**src/hw/rtl/shcd_pkg.sv**
```systemverilog
// shcd_pkg: shared types, codes and CRC16 helpers for the sync/header/CRC deframer.
// No dependencies; used by every module under hw/rtl.
package shcd_pkg;

    localparam int          QUEUE_DEPTH   = 4;
    localparam int          HEADER_BYTES  = 11;
    localparam logic [15:0] MAX_LEN_RESET = 16'd1024;
    localparam logic [15:0] CRC_INIT      = 16'hFFFF;
    localparam logic [15:0] CRC_POLY      = 16'hA001;
    localparam logic [7:0]  SYNC_BYTE     = 8'hFF;

    typedef enum logic [1:0] {
        PH_HUNT,
        PH_HEADER,
        PH_PAYLOAD,
        PH_CRC
    } t_phase;

    // what the front tells the back about one queued beat
    typedef enum logic [1:0] {
        CLS_PAYLOAD,
        CLS_CLOSE,
        CLS_LEN_ERR
    } t_cls;

    typedef enum logic [1:0] {
        KIND_PAYLOAD = 2'd0,
        KIND_GOOD    = 2'd1,
        KIND_CRC_ERR = 2'd2,
        KIND_LEN_ERR = 2'd3
    } t_kind;

    typedef struct packed {
        logic [7:0]  device_type;
        logic [31:0] device_id;
        logic [15:0] command_id;
        logic [15:0] message_id;
        logic [15:0] payload_len;
    } t_hdr;

    typedef struct packed {
        t_cls        cls;
        logic [7:0]  data;
        t_hdr        hdr;
        logic [15:0] crc_calc;
        logic [15:0] crc_recv;
    } t_entry;

    // Modbus CRC16, one byte, reflected
    function automatic logic [15:0] crc_byte(input logic [15:0] crc_in, input logic [7:0] b);
        logic [15:0] c;
        c = crc_in ^ {8'h00, b};
        for (int k = 0; k < 8; k++) begin
            if (c[0]) begin
                c = (c >> 1) ^ CRC_POLY;
            end else begin
                c = c >> 1;
            end
        end
        return c;
    endfunction

    // CRC state after n sync bytes, n at most 7; elaboration-time only
    function automatic logic [15:0] sync_crc(input int n);
        logic [15:0] c;
        c = CRC_INIT;
        for (int k = 0; k < 7; k++) begin
            if (k < n) begin
                c = crc_byte(c, SYNC_BYTE);
            end
        end
        return c;
    endfunction

endpackage

```
**src/hw/rtl/shcd_front.sv**
```systemverilog
// shcd_front: sync hunt, header parse and CRC accumulation; one queue entry per result.
// Depends on shcd_pkg.
module shcd_front #(
    parameter int SYNC_LEN = 4
) (
    input  logic              i_clk,
    input  logic              i_rst_n,
    input  logic              i_valid,
    input  logic [7:0]        i_byte,
    input  logic [15:0]       i_max_len,
    output logic              o_push,
    output shcd_pkg::t_entry  o_entry
);

    localparam int          RUN_W    = (SYNC_LEN > 1) ? $clog2(SYNC_LEN) : 1;
    localparam logic [15:0] SYNC_CRC = shcd_pkg::sync_crc(SYNC_LEN);
    localparam logic [15:0] HDR_LAST = 16'(shcd_pkg::HEADER_BYTES - 1);

    shcd_pkg::t_phase r_phase, n_phase;
    logic [RUN_W-1:0] r_run,   n_run;
    logic [15:0]      r_count, n_count;
    logic [15:0]      r_crc,   n_crc;
    logic [7:0]       r_type,  n_type;
    logic [63:0]      r_shift, n_shift;
    logic [15:0]      r_len,   n_len;
    logic [7:0]       r_crc_hi, n_crc_hi;

    always_ff @(posedge i_clk) begin
        if (!i_rst_n) begin
            r_phase <= shcd_pkg::PH_HUNT;
            r_run   <= '0;
            r_count <= '0;
            r_crc   <= shcd_pkg::CRC_INIT;
        end else begin
            r_phase <= n_phase;
            r_run   <= n_run;
            r_count <= n_count;
            r_crc   <= n_crc;
        end
    end

    always_ff @(posedge i_clk) begin
        r_type   <= n_type;
        r_shift  <= n_shift;
        r_len    <= n_len;
        r_crc_hi <= n_crc_hi;
    end

    always_comb begin
        n_phase  = r_phase;
        n_run    = r_run;
        n_count  = r_count;
        n_crc    = r_crc;
        n_type   = r_type;
        n_shift  = r_shift;
        n_len    = r_len;
        n_crc_hi = r_crc_hi;
        o_push   = 1'b0;
        o_entry.cls      = shcd_pkg::CLS_PAYLOAD;
        o_entry.data     = i_byte;
        o_entry.crc_calc = r_crc;
        o_entry.crc_recv = {r_crc_hi, i_byte};
        if (i_valid) begin
            unique case (r_phase)
                shcd_pkg::PH_HUNT: begin
                    if (i_byte == shcd_pkg::SYNC_BYTE) begin
                        if (r_run == RUN_W'(SYNC_LEN - 1)) begin
                            n_phase = shcd_pkg::PH_HEADER;
                            n_run   = '0;
                            n_count = '0;
                            n_crc   = SYNC_CRC;
                        end else begin
                            n_run = r_run + 1'b1;
                        end
                    end else begin
                        n_run = '0;
                    end
                end
                shcd_pkg::PH_HEADER: begin
                    n_crc   = shcd_pkg::crc_byte(r_crc, i_byte);
                    n_count = r_count + 16'd1;
                    priority if (r_count == 16'd0) begin
                        n_type = i_byte;
                    end else if (r_count <= 16'd8) begin
                        n_shift = {r_shift[55:0], i_byte};
                    end else if (r_count == 16'd9) begin
                        n_len = {i_byte, 8'h00};
                    end else begin
                        n_len = {r_len[15:8], i_byte};
                    end
                    if (r_count == HDR_LAST) begin
                        n_count = '0;
                        if (n_len > i_max_len) begin
                            o_push      = 1'b1;
                            o_entry.cls = shcd_pkg::CLS_LEN_ERR;
                            n_phase     = shcd_pkg::PH_HUNT;
                            n_run       = '0;
                        end else if (n_len == 16'd0) begin
                            n_phase = shcd_pkg::PH_CRC;
                        end else begin
                            n_phase = shcd_pkg::PH_PAYLOAD;
                        end
                    end
                end
                shcd_pkg::PH_PAYLOAD: begin
                    n_crc       = shcd_pkg::crc_byte(r_crc, i_byte);
                    o_push      = 1'b1;
                    o_entry.cls = shcd_pkg::CLS_PAYLOAD;
                    if (({1'b0, r_count} + 17'd1) >= {1'b0, r_len}) begin
                        n_count = '0;
                        n_phase = shcd_pkg::PH_CRC;
                    end else begin
                        n_count = r_count + 16'd1;
                    end
                end
                shcd_pkg::PH_CRC: begin
                    if (r_count == 16'd0) begin
                        n_crc_hi = i_byte;
                        n_count  = 16'd1;
                    end else begin
                        o_push      = 1'b1;
                        o_entry.cls = shcd_pkg::CLS_CLOSE;
                        n_phase     = shcd_pkg::PH_HUNT;
                        n_count     = '0;
                        n_run       = '0;
                    end
                end
                default: begin
                    n_phase = shcd_pkg::PH_HUNT;
                end
            endcase
        end
        // header as it stands after this beat
        o_entry.hdr.device_type = n_type;
        o_entry.hdr.device_id   = n_shift[63:32];
        o_entry.hdr.command_id  = n_shift[31:16];
        o_entry.hdr.message_id  = n_shift[15:0];
        o_entry.hdr.payload_len = n_len;
    end

endmodule

```
**src/hw/rtl/shcd_queue.sv**
```systemverilog
// shcd_queue: short FIFO of classified beats between front and back.
// Depends on shcd_pkg.
module shcd_queue (
    input  logic              i_clk,
    input  logic              i_rst_n,
    input  logic              i_push,
    input  shcd_pkg::t_entry  i_entry,
    input  logic              i_pop,
    output logic              o_full,
    output logic              o_nonempty,
    output shcd_pkg::t_entry  o_head
);

    localparam int PTR_W = $clog2(shcd_pkg::QUEUE_DEPTH);
    localparam int CNT_W = PTR_W + 1;

    shcd_pkg::t_entry r_mem [shcd_pkg::QUEUE_DEPTH];
    logic [PTR_W-1:0] r_wr, n_wr;
    logic [PTR_W-1:0] r_rd, n_rd;
    logic [CNT_W-1:0] r_cnt, n_cnt;

    always_ff @(posedge i_clk) begin
        if (!i_rst_n) begin
            r_wr  <= '0;
            r_rd  <= '0;
            r_cnt <= '0;
        end else begin
            r_wr  <= n_wr;
            r_rd  <= n_rd;
            r_cnt <= n_cnt;
        end
    end

    always_ff @(posedge i_clk) begin
        if (i_push) begin
            r_mem[r_wr] <= i_entry;
        end
    end

    always_comb begin
        n_wr  = i_push ? r_wr + 1'b1 : r_wr;
        n_rd  = i_pop  ? r_rd + 1'b1 : r_rd;
        n_cnt = r_cnt + CNT_W'(i_push) - CNT_W'(i_pop);
    end

    assign o_full     = (r_cnt == CNT_W'(shcd_pkg::QUEUE_DEPTH));
    assign o_nonempty = (r_cnt != '0);
    assign o_head     = r_mem[r_rd];

endmodule

```
**src/hw/rtl/shcd_back.sv**
```systemverilog
// shcd_back: output register; resolves the CRC verdict and formats each result beat.
// Depends on shcd_pkg.
module shcd_back (
    input  logic              i_clk,
    input  logic              i_rst_n,
    input  logic              i_valid,
    input  shcd_pkg::t_entry  i_entry,
    output logic              o_pop,
    input  logic              i_stall,
    output logic              o_valid,
    output logic [1:0]        o_result_kind,
    output logic [7:0]        o_payload_byte,
    output shcd_pkg::t_hdr    o_hdr,
    output logic [15:0]       o_received_crc,
    output logic              o_frame_last
);

    logic              r_valid;
    shcd_pkg::t_kind   r_kind,  n_kind;
    logic [7:0]        r_data,  n_data;
    shcd_pkg::t_hdr    r_hdr;
    logic [15:0]       r_crc,   n_crc;
    logic              r_last,  n_last;
    logic              load;

    assign load  = !r_valid || !i_stall;
    assign o_pop = load && i_valid;

    always_ff @(posedge i_clk) begin
        if (!i_rst_n) begin
            r_valid <= 1'b0;
        end else if (load) begin
            r_valid <= i_valid;
        end
    end

    always_ff @(posedge i_clk) begin
        if (o_pop) begin
            r_kind <= n_kind;
            r_data <= n_data;
            r_hdr  <= i_entry.hdr;
            r_crc  <= n_crc;
            r_last <= n_last;
        end
    end

    always_comb begin
        n_kind = shcd_pkg::KIND_PAYLOAD;
        n_data = 8'h00;
        n_crc  = 16'h0000;
        n_last = 1'b0;
        unique case (i_entry.cls)
            shcd_pkg::CLS_PAYLOAD: begin
                n_data = i_entry.data;
            end
            shcd_pkg::CLS_CLOSE: begin
                n_kind = (i_entry.crc_recv == i_entry.crc_calc) ? shcd_pkg::KIND_GOOD
                                                                : shcd_pkg::KIND_CRC_ERR;
                n_crc  = i_entry.crc_recv;
                n_last = 1'b1;
            end
            shcd_pkg::CLS_LEN_ERR: begin
                n_kind = shcd_pkg::KIND_LEN_ERR;
                n_last = 1'b1;
            end
            default: begin
                n_data = i_entry.data;
            end
        endcase
    end

    assign o_valid        = r_valid;
    assign o_result_kind  = r_kind;
    assign o_payload_byte = r_data;
    assign o_hdr          = r_hdr;
    assign o_received_crc = r_crc;
    assign o_frame_last   = r_last;

endmodule

```
**src/hw/rtl/sync_header_crc_frame_deframer.sv**
```systemverilog
// Channel   Dir  Handshake                     Beat
// rx        in   i_rx_valid / o_rx_stall       one received byte
// result    out  o_res_valid / i_res_stall     payload byte or frame verdict with header
// cfg       in   i_cfg_valid / o_cfg_ready     max_payload_len
//
// One byte per cycle sustained while o_rx_stall is low. A byte that yields a result
// reaches the result port through the queue write and then the output reg.
// Rate is set by the front's byte-wide CRC update and the four-entry queue.
// o_rx_stall rises only when the queue is full; it is a registered-count decode.
// Reset is synchronous, active low: hunting, empty sync run, queue empty,
// max_payload_len = 1024. Config is always ready.
// Depends on shcd_pkg, shcd_front, shcd_queue, shcd_back.
module sync_header_crc_frame_deframer #(
    parameter int SYNC_LEN = 4
) (
    input  logic        i_clk,
    input  logic        i_rst_n,
    // rx byte channel
    input  logic        i_rx_valid,
    output logic        o_rx_stall,
    input  logic [7:0]  i_rx_byte,
    // result channel
    output logic        o_res_valid,
    input  logic        i_res_stall,
    output logic [1:0]  o_result_kind,
    output logic [7:0]  o_payload_byte,
    output logic [7:0]  o_device_type,
    output logic [31:0] o_device_id,
    output logic [15:0] o_command_id,
    output logic [15:0] o_message_id,
    output logic [15:0] o_payload_len,
    output logic [15:0] o_received_crc,
    output logic        o_frame_last,
    // config write
    input  logic        i_cfg_valid,
    output logic        o_cfg_ready,
    input  logic [15:0] i_cfg_max_payload_len
);

    logic              cfg_write;
    logic [15:0]       r_max_payload_len;
    logic              rx_beat;
    logic              push;
    logic              pop;
    logic              q_full;
    logic              q_nonempty;
    shcd_pkg::t_entry  push_entry;
    shcd_pkg::t_entry  head_entry;
    shcd_pkg::t_hdr    res_hdr;

    // config register; the user must write it only while idle, the block does not enforce it
    assign o_cfg_ready = 1'b1;
    assign cfg_write   = i_cfg_valid && o_cfg_ready;

    always_ff @(posedge i_clk) begin
        if (!i_rst_n) begin
            r_max_payload_len <= shcd_pkg::MAX_LEN_RESET;
        end else if (cfg_write) begin
            r_max_payload_len <= i_cfg_max_payload_len;
        end
    end

    assign o_rx_stall = q_full;
    assign rx_beat    = i_rx_valid && !q_full;

    // front: hunt, parse, CRC; classifies each accepted byte that yields a result
    shcd_front #(
        .SYNC_LEN (SYNC_LEN)
    ) u_front (
        .i_clk     (i_clk),
        .i_rst_n   (i_rst_n),
        .i_valid   (rx_beat),
        .i_byte    (i_rx_byte),
        .i_max_len (r_max_payload_len),
        .o_push    (push),
        .o_entry   (push_entry)
    );

    // decouples front from result back-pressure
    shcd_queue u_queue (
        .i_clk      (i_clk),
        .i_rst_n    (i_rst_n),
        .i_push     (push),
        .i_entry    (push_entry),
        .i_pop      (pop),
        .o_full     (q_full),
        .o_nonempty (q_nonempty),
        .o_head     (head_entry)
    );

    // back: verdict and output register
    shcd_back u_back (
        .i_clk          (i_clk),
        .i_rst_n        (i_rst_n),
        .i_valid        (q_nonempty),
        .i_entry        (head_entry),
        .o_pop          (pop),
        .i_stall        (i_res_stall),
        .o_valid        (o_res_valid),
        .o_result_kind  (o_result_kind),
        .o_payload_byte (o_payload_byte),
        .o_hdr          (res_hdr),
        .o_received_crc (o_received_crc),
        .o_frame_last   (o_frame_last)
    );

    assign o_device_type = res_hdr.device_type;
    assign o_device_id   = res_hdr.device_id;
    assign o_command_id  = res_hdr.command_id;
    assign o_message_id  = res_hdr.message_id;
    assign o_payload_len = res_hdr.payload_len;

endmodule

```
**config.mk**
```make
export PLATFORM = sky130hd
export DESIGN_NAME = sync_header_crc_frame_deframer
export DESIGN_NICKNAME = d
export VERILOG_FILES = /design/src/hw/rtl/shcd_pkg.sv /design/src/hw/rtl/shcd_front.sv /design/src/hw/rtl/shcd_queue.sv /design/src/hw/rtl/shcd_back.sv /design/src/hw/rtl/sync_header_crc_frame_deframer.sv
export SDC_FILE = /design/constraint.sdc
export NUM_CORES = 1
export LEC_CHECK = 0
export BUFFER_PORTS_ARGS = -buffer_cell sky130_fd_sc_hd__buf_4
export CAP_MARGIN = 30
export CORE_MARGIN = 8
export CORE_UTILIZATION = 60
export CTS_BUF_LIST = sky130_fd_sc_hd__clkbuf_8 sky130_fd_sc_hd__clkbuf_16
export CTS_CLUSTER_DIAMETER = 200
export CTS_CLUSTER_SIZE = 20
export DETAILED_ROUTE_END_ITERATION = 16
export GPL_ROUTABILITY_DRIVEN = 0
export PLACE_DENSITY = 0.78
export SLEW_MARGIN = 20
export SYNTH_ARGS = -nofsm -noshare
export SYNTH_HDL_FRONTEND = slang
export SYNTH_SLANG_ARGS = --single-unit
```
**constraint.sdc**
```tcl
create_clock -name i_clk -period 20.5 [get_ports i_clk]
set_clock_uncertainty 0.2 [all_clocks]
set_input_delay 3.075 -clock i_clk [delete_from_list [all_inputs] [get_ports i_clk]]
set_output_delay 3.075 -clock i_clk [all_outputs]
set_load 0.03 [all_outputs]
```
### After elaboration in Yosys (flattened, before gate mapping)

Memories as Yosys holds them, arrays and structs flattened. A register that Yosys moved wholly into a read port is not among the register bits.
Cells that the tools add are included.

* flip-flop bits (word level): 271
* output and inout bits: 118
* input bits: 29
* memories kept: 1
* bits in writable memories: 520
* word-level logic and storage cells: 180

* $lt $le $gt $ge: 3
* bitwise gates (word level): 16
* add/sub/neg operators: 7
* reductions and logical operators: 18
* mux-type cells: 96
* equal/unequal tests: 17

Memories
* u_queue.r_mem: words 4, bits a word 130, read ports 1, clocked after Yosys merged registers in 1, wr ports 1, line shcd_queue.sv:17 `shcd_pkg::t_entry r_mem [shcd_pkg::QUEUE_DEPTH];`

Operators with widths (count)
* 16-bit two-way mux: 56
* 64-bit two-way mux: 4
* 16-bit case mux with 4 select lines: 1
* 16-bit case mux with 3 select lines: 1
* 2-bit inverter with 3-bit output: 15
* 16-bit by 4-bit equality test with 1-bit output (second input constant): 2
* 16-bit logical NOT: 2
* 2-bit two-way mux: 16
* 8-bit two-way mux: 3
* 16-bit by 1-bit adder with 17-bit output (second input constant): 1
* 17-bit by 16-bit greater-or-equal comparator with 1-bit output: 1
* 16-bit by 1-bit adder with 16-bit output (second input constant): 1
* 16-bit equality test: 1
* 16-bit greater-than comparator: 1
* 16-bit by 4-bit less-or-equal comparator with 1-bit output (second input constant): 1
* 16-bit by 8-bit bitwise XOR with 16-bit output: 1
* 1-bit two-way mux: 10
* 2-bit by 1-bit != test with 1-bit output (second input constant): 5
* 3-bit nonzero test: 3
* 2-bit equality test (second input constant): 4
* 8-bit equality test (second input constant): 1
* 2-bit case mux with 2 select lines: 2
* 2-bit case mux with 4 select lines: 1
* 2-bit by 1-bit adder with 2-bit output (second input constant): 3
* 16 further kinds: 21

### Longest topological paths before layout

* depth after elaboration: 32
* depth in mapped cells: 19
* depth with buffers taken out: 18

### By module

From an unflattened synthesis, not the netlist that was laid out.

* cells, all modules: 1615
* area total of the unflattened synthesis: 30286.5 um^2

By module, submodules not included
* shcd_queue: seq. area each 15795.1 um^2, area an instance 19299.8 um^2, cells an instance 721, instances 1
* shcd_front: seq. area each 2722.6 um^2, area an instance 6473.7 um^2, cells an instance 666, instances 1
* shcd_back: seq. area each 3473.3 um^2, area an instance 3882.5 um^2, cells an instance 174, instances 1
* sync_header_crc_frame_deframer: seq. area each 320.3 um^2, area an instance 630.6 um^2, cells an instance 54, instances 1

### Least setup slack after synthesis

Ideal clock, no wire load.

* kind: input -> register
* from: input i_res_stall
* to: register u_queue.r_cnt[2]
* library setup time: 0.115 ns
* data required time: 20.185 ns
* arrival: 10.708 ns
* cell stages on the path: 9
* path buffers: 0
* path slack: 9.477 ns
* cells stage by stage: a21oi_1 > ha_1 > inv_1 > ha_1 > inv_1 > fa_1 > xnor2_1 > xnor2_1 > and2_1

* cells in the longest elaborated chain, start to end: 4

RTL lines
* start: declaration: line sync_header_crc_frame_deframer.sv:24 `input logic i_res_stall,`
* 1-bit logical NOT: line shcd_back.sv:26 `assign load = !r_valid || !i_stall;`
* 1-bit logical OR: line shcd_back.sv:26
* 1-bit logical AND: line shcd_back.sv:27 `assign o_pop = load && i_valid;`
* 3-bit by 1-bit subtractor with 3-bit output: line shcd_queue.sv:43 `n_cnt = r_cnt + CNT_W'(i_push) - CNT_W'(i_pop);`
* end signal: assignment: line shcd_queue.sv:30 `r_cnt <= n_cnt;`
* end: declaration: line shcd_queue.sv:20 `logic [CNT_W-1:0] r_cnt, n_cnt;`

Every way passes these cells.
A chain may end at the register's enable or synchronous reset.

### Worst setup path in the final report

* from: input i_rx_byte[7]
* to: memory u_queue.r_mem[3][65] in the netlist's numbering, enable pin

* cells in the longest elaborated chain, start to end: 12

RTL lines
* start: declaration: line sync_header_crc_frame_deframer.sv:21 `input logic [7:0] i_rx_byte,`
* 16-bit two-way mux: line shcd_front.sv:86 `end else if (r_count == 16'd9) begin`
* 16-bit two-way mux: line shcd_front.sv:84 `end else if (r_count <= 16'd8) begin`
* 16-bit two-way mux: line shcd_front.sv:82 `priority if (r_count == 16'd0) begin`
* 16-bit two-way mux: line shcd_front.sv:64 `unique case (r_phase)`
* 16-bit two-way mux: line shcd_front.sv:63 `if (i_valid) begin`
* 16-bit greater-than comparator: line shcd_front.sv:93 `if (n_len > i_max_len) begin`
* 1-bit two-way mux: line shcd_front.sv:93
* 1-bit two-way mux: line shcd_front.sv:91 `if (r_count == HDR_LAST) begin`
* 1-bit case mux with 3 select lines: line shcd_front.sv:64
* 1-bit two-way mux: line shcd_front.sv:63
* via push: line sync_header_crc_frame_deframer.sv:43 `logic push;`
* 1-bit two-way mux: line shcd_queue.sv:35 `if (i_push) begin`
* 1-bit two-way mux (implied by the code): line shcd_queue.sv:36 `r_mem[r_wr] <= i_entry;`
* end: declaration: line shcd_queue.sv:17

The timed path passes the listed nets, and every way through them passes these cells. The select of a mux whose other input is x is not followed.

==> impl_metrics.json <==
{
  "powerDensity_nw_per_um2": 98.1,
  "crit_path_start": "i_rx_byte[7]",
  "fin_crit_ns": 6.97,
  "grt_overflow": 0,
  "cp_slowest_stage_delay_ns": 0.78,
  "grtUsageMet2_pct": 34.5,
  "grt_usage_pct": 20.1,
  "place_area_um2": 30700,
  "hold_path_startpoint": "u_front.r_run[0]",
  "synth_seq_area_share_pct": 74.1,
  "ant_nets": 0,
  "grt_use_met1_pct": 27.0,
  "vias": 14123,
  "dr.pass1.iters": 5,
  "cts_tree": "done",
  "holdPathEnd": "u_front.r_run[0]",
  "yosysTopAreaCell": "edfxtp_1",
  "max-cap-violations": 0,
  "synth_edf_count": 611,
  "drive_gt1_share_pct": 25.8,
  "cts_max_level": 2,
  "antennaDiodeCount": 0,
  "yosys_warnings": 0,
  "postCtsHoldBufs": 0,
  "hpwl_um": 35700,
  "setup_ws_ns": 13.53,
  "r2r_slack_ns": 14.21,
  "critical_path_cell_count": 12,
  "synth_cells": 1531,
  "worst-path-max-fanout": 58,
  "r2r_end": "u_queue.r_mem[3][65]",
  "vdd.ir_drop.worst_mv": 0.139,
  "max_freq_mhz": 143,
  "place_ws_ns": 12.95,
  "syn_area_per_cell_um2": 18.8,
  "final-hold-violation-count": 0,
  "core_area_um2": 47500,
  "crit_path_frequent_cell": "buf_4",
  "critical_path_buf_inv_count": 3,
  "hold_depth": 2,
  "synth_top_area_share_pct": 63.7,
  "critPathCaptureType": "register",
  "area_growth_pct": 11.1,
  "async_flop_share_pct": 0,
  "crit_required_ns": 20.51,
  "start_util_pct": 60.6,
  "worstSetupPathType": "primary input to register",
  "clk_path_buf_depth": 3,
  "vias_per_cell": 6.06,
  "netlist_top_cells_area": "edfxtp_1 64%, dfxtp_1 10%, mux4_2 9.5%",
  "rr_worst_depth": 13,
  "slew-limit-headroom_pct": 33.8,
  "r2r_start": "u_front.r_count[11]",
  "setup_tns_ns": 0,
  "fp-row-count": 80,
  "ys_ff_latch": 761,
  "synth.distinct_cells": 63,
  "clock_latency_ns": 0.59,
  "critPathSlowestCell": "buf_4",
  "die_x_um": 235,
  "cts_sinks": 761,
  "grt_max_degree": 89,
  "drc_errors": 0,
  "grt_pass1_wl_um": 86500,
  "maxSlewViolCount": 0,
  "netlist_area_um2": 28800,
  "setup_viol": 0,
  "worstMarginPinSlew_ns": 0.993,
  "cp-start-kind": "primary input",
  "grt_pass1_vias": 14464,
  "path_cells": "buf_4, mux2i_1, a31oi_1, ha_1, and3_1, nand4_1, nor3_1, or3_1, a31oi_4, and2_4, buf_4, buf_4",
  "dieArea_um2": 55300,
  "synth_flop_cell": "edfxtp_1",
  "syn_nets": 1611,
  "drt-total-wl_um": 56600,
  "cp.arrival_ns": 6.99,
  "status": "finished clean",
  "p_leak_nw": 10.0,
  "cts-resized-gates": 0,
  "stdcell_area_um2": 32000,
  "numCtsBuffers": 44,
  "rsz0062_at_grt": "no",
  "final_nets": 1760,
  "grt_busiest_layer": "met2",
  "drt_iter0_markers": 1294,
  "port_buffers": 145,
  "cts.reportedPaths.clkPinSlew_ns": 0.08,
  "ios": 147,
  "hold_path_class": "register to register",
  "grt_use_met3_pct": 3.34,
  "fp.dieH_um": 235,
  "antenna_found_initial": 0,
  "clock-root-buffer": "clkbuf_16",
  "path_delay_family": "buffers and inverters",
  "wl_per_cell_um": 24.3,
  "post_cts_buffers": 0,
  "finalCritPeriodShare_pct": 34.0
}
==> cell families after synthesis <==
| family | share of synthesized area [%] |
|---|---|
| compound gates | 2.37 |
| xor+xnor | 1.70 |
| fa+ha+maj | 2.24 |
| buf+inv | 1.49 |
| flops | 74.1 |
| mux | 13.6 |
| other cells | 0.0130 |
| simple gates | 4.46 |
==> layout make-up <==
cell class | instances | area, um^2
inverter | 49 | 184
sequential | 761 | 21400
timing repair buffer | 164 | 1310
multi-input combinational | 660 | 7080
clock inverter | 37 | 179
fill | 3071 | 15500
tap | 615 | 769
clock buffer | 45 | 1130
==> worst register-to-register path, cell delays in order (launching register included) <==
cell and delay, ns:
dfxtp_1 0.36, or4_4 0.59, nor3_2 0.55, nand3_1 0.44, mux2_2 0.42, ha_1 0.31
a211oi_1 0.07, o21ai_0 0.20, a221oi_1 0.12, or3_1 0.40, a31oi_4 0.33, and2_4 0.33
buf_4 0.73, buf_4 0.84
==> sequential cells by signal, summed over array words and instances (netlist names), named ones only <==
| signal | flops |
|---|---|
| u_back.o_frame_last | 1 |
| u_front.r_shift | 64 |
| u_queue.r_mem | 488 |
| u_queue.r_wr | 2 |
| u_back.o_received_crc | 16 |
| r_max_payload_len | 16 |
| u_front.r_phase | 1 |
| u_queue.r_cnt | 3 |
| u_front.r_crc | 16 |
| u_back.o_payload_byte | 8 |
| u_front.r_len | 16 |
| u_queue.r_rd | 2 |
| u_front.r_type | 8 |
| u_front.r_count | 16 |
| u_front.r_crc_hi | 8 |
| u_back.o_result_kind | 2 |
| u_back.o_valid | 1 |
| u_front.r_run | 2 |
| u_back.o_hdr | 88 |
==> cells in the mapped netlist (26+ instances only) <==
library cell and count:
edfxtp_1 611, dfxtp_1 150, mux4_2 122, mux2_2 87
ha_1 50, inv_1 49, xnor2_1 47, nor2b_1 38
clkbuf_1 37, nand2_1 36, and2_1 35, nand3_1 29
nor2_1 26
==> power breakdown <==
part / switching [W] / internal [W] / total [W]
Combinational: 0.000283 / 0.000190 / 0.000473
Sequential: 0.0000521 / 0.00173 / 0.00178
Clock: 0.000472 / 0.000410 / 0.000881
==> placed cells by master, fill, tap and decap left out, types with 3 or more instances in the layout <==
cell type	count
mux4_2	122
xnor2_1	47
o31ai_1	4
o211ai_1	4
clkbuf_16	45
mux2i_1	20
or4_1	3
nand3_1	29
and2_1	31
nor3_1	9
dfxtp_1	148
nor3b_1	4
mux2_2	87
buf_12	3
o21ai_0	11
nor2_1	25
buf_4	159
a32oi_1	15
o311ai_0	5
inv_1	82
a21oi_1	21
nor4_1	6
nand2_1	36
nand2b_1	6
edfxtp_1	611
nor2b_1	38
a22o_1	5
nand4_1	14
or4_4	3
and3_1	12
ha_1	50
xor2_1	9
and2_4	4
==> stage by stage <==
stage,hold slack (ns),utilization (%),total power [W],instances
after CTS,0.280,67.3,0.00317,2330
final,0.281,67.3,0.00314,2331
after floorplan,0.243,-,0.00216,1531
after global routing,0.310,67.3,0.00325,2331
after detailed placement,0.268,64.6,0.00230,2248
after global placement,0.252,64.3,0.00229,2243
==> how the worst max path moves through the flow <==
stage                           endpoint  slack [ns]
floorplan               u_queue.r_cnt[2]        9.48
global placement    u_queue.r_mem[3][40]       13.01
detailed placement  u_queue.r_mem[3][71]       12.95
CTS                 u_queue.r_mem[3][34]       13.56
global route        u_queue.r_mem[3][50]       13.39
finish              u_queue.r_mem[3][65]       13.53
==> metal layers <==
layer	share of wire (%)	routed length [um]
met2	51	28700
met5	0	0
met1	42	23600
met3	5.6	3190
met4	1.8	1020
Note: power is estimated with default switching activity, not from simulation.
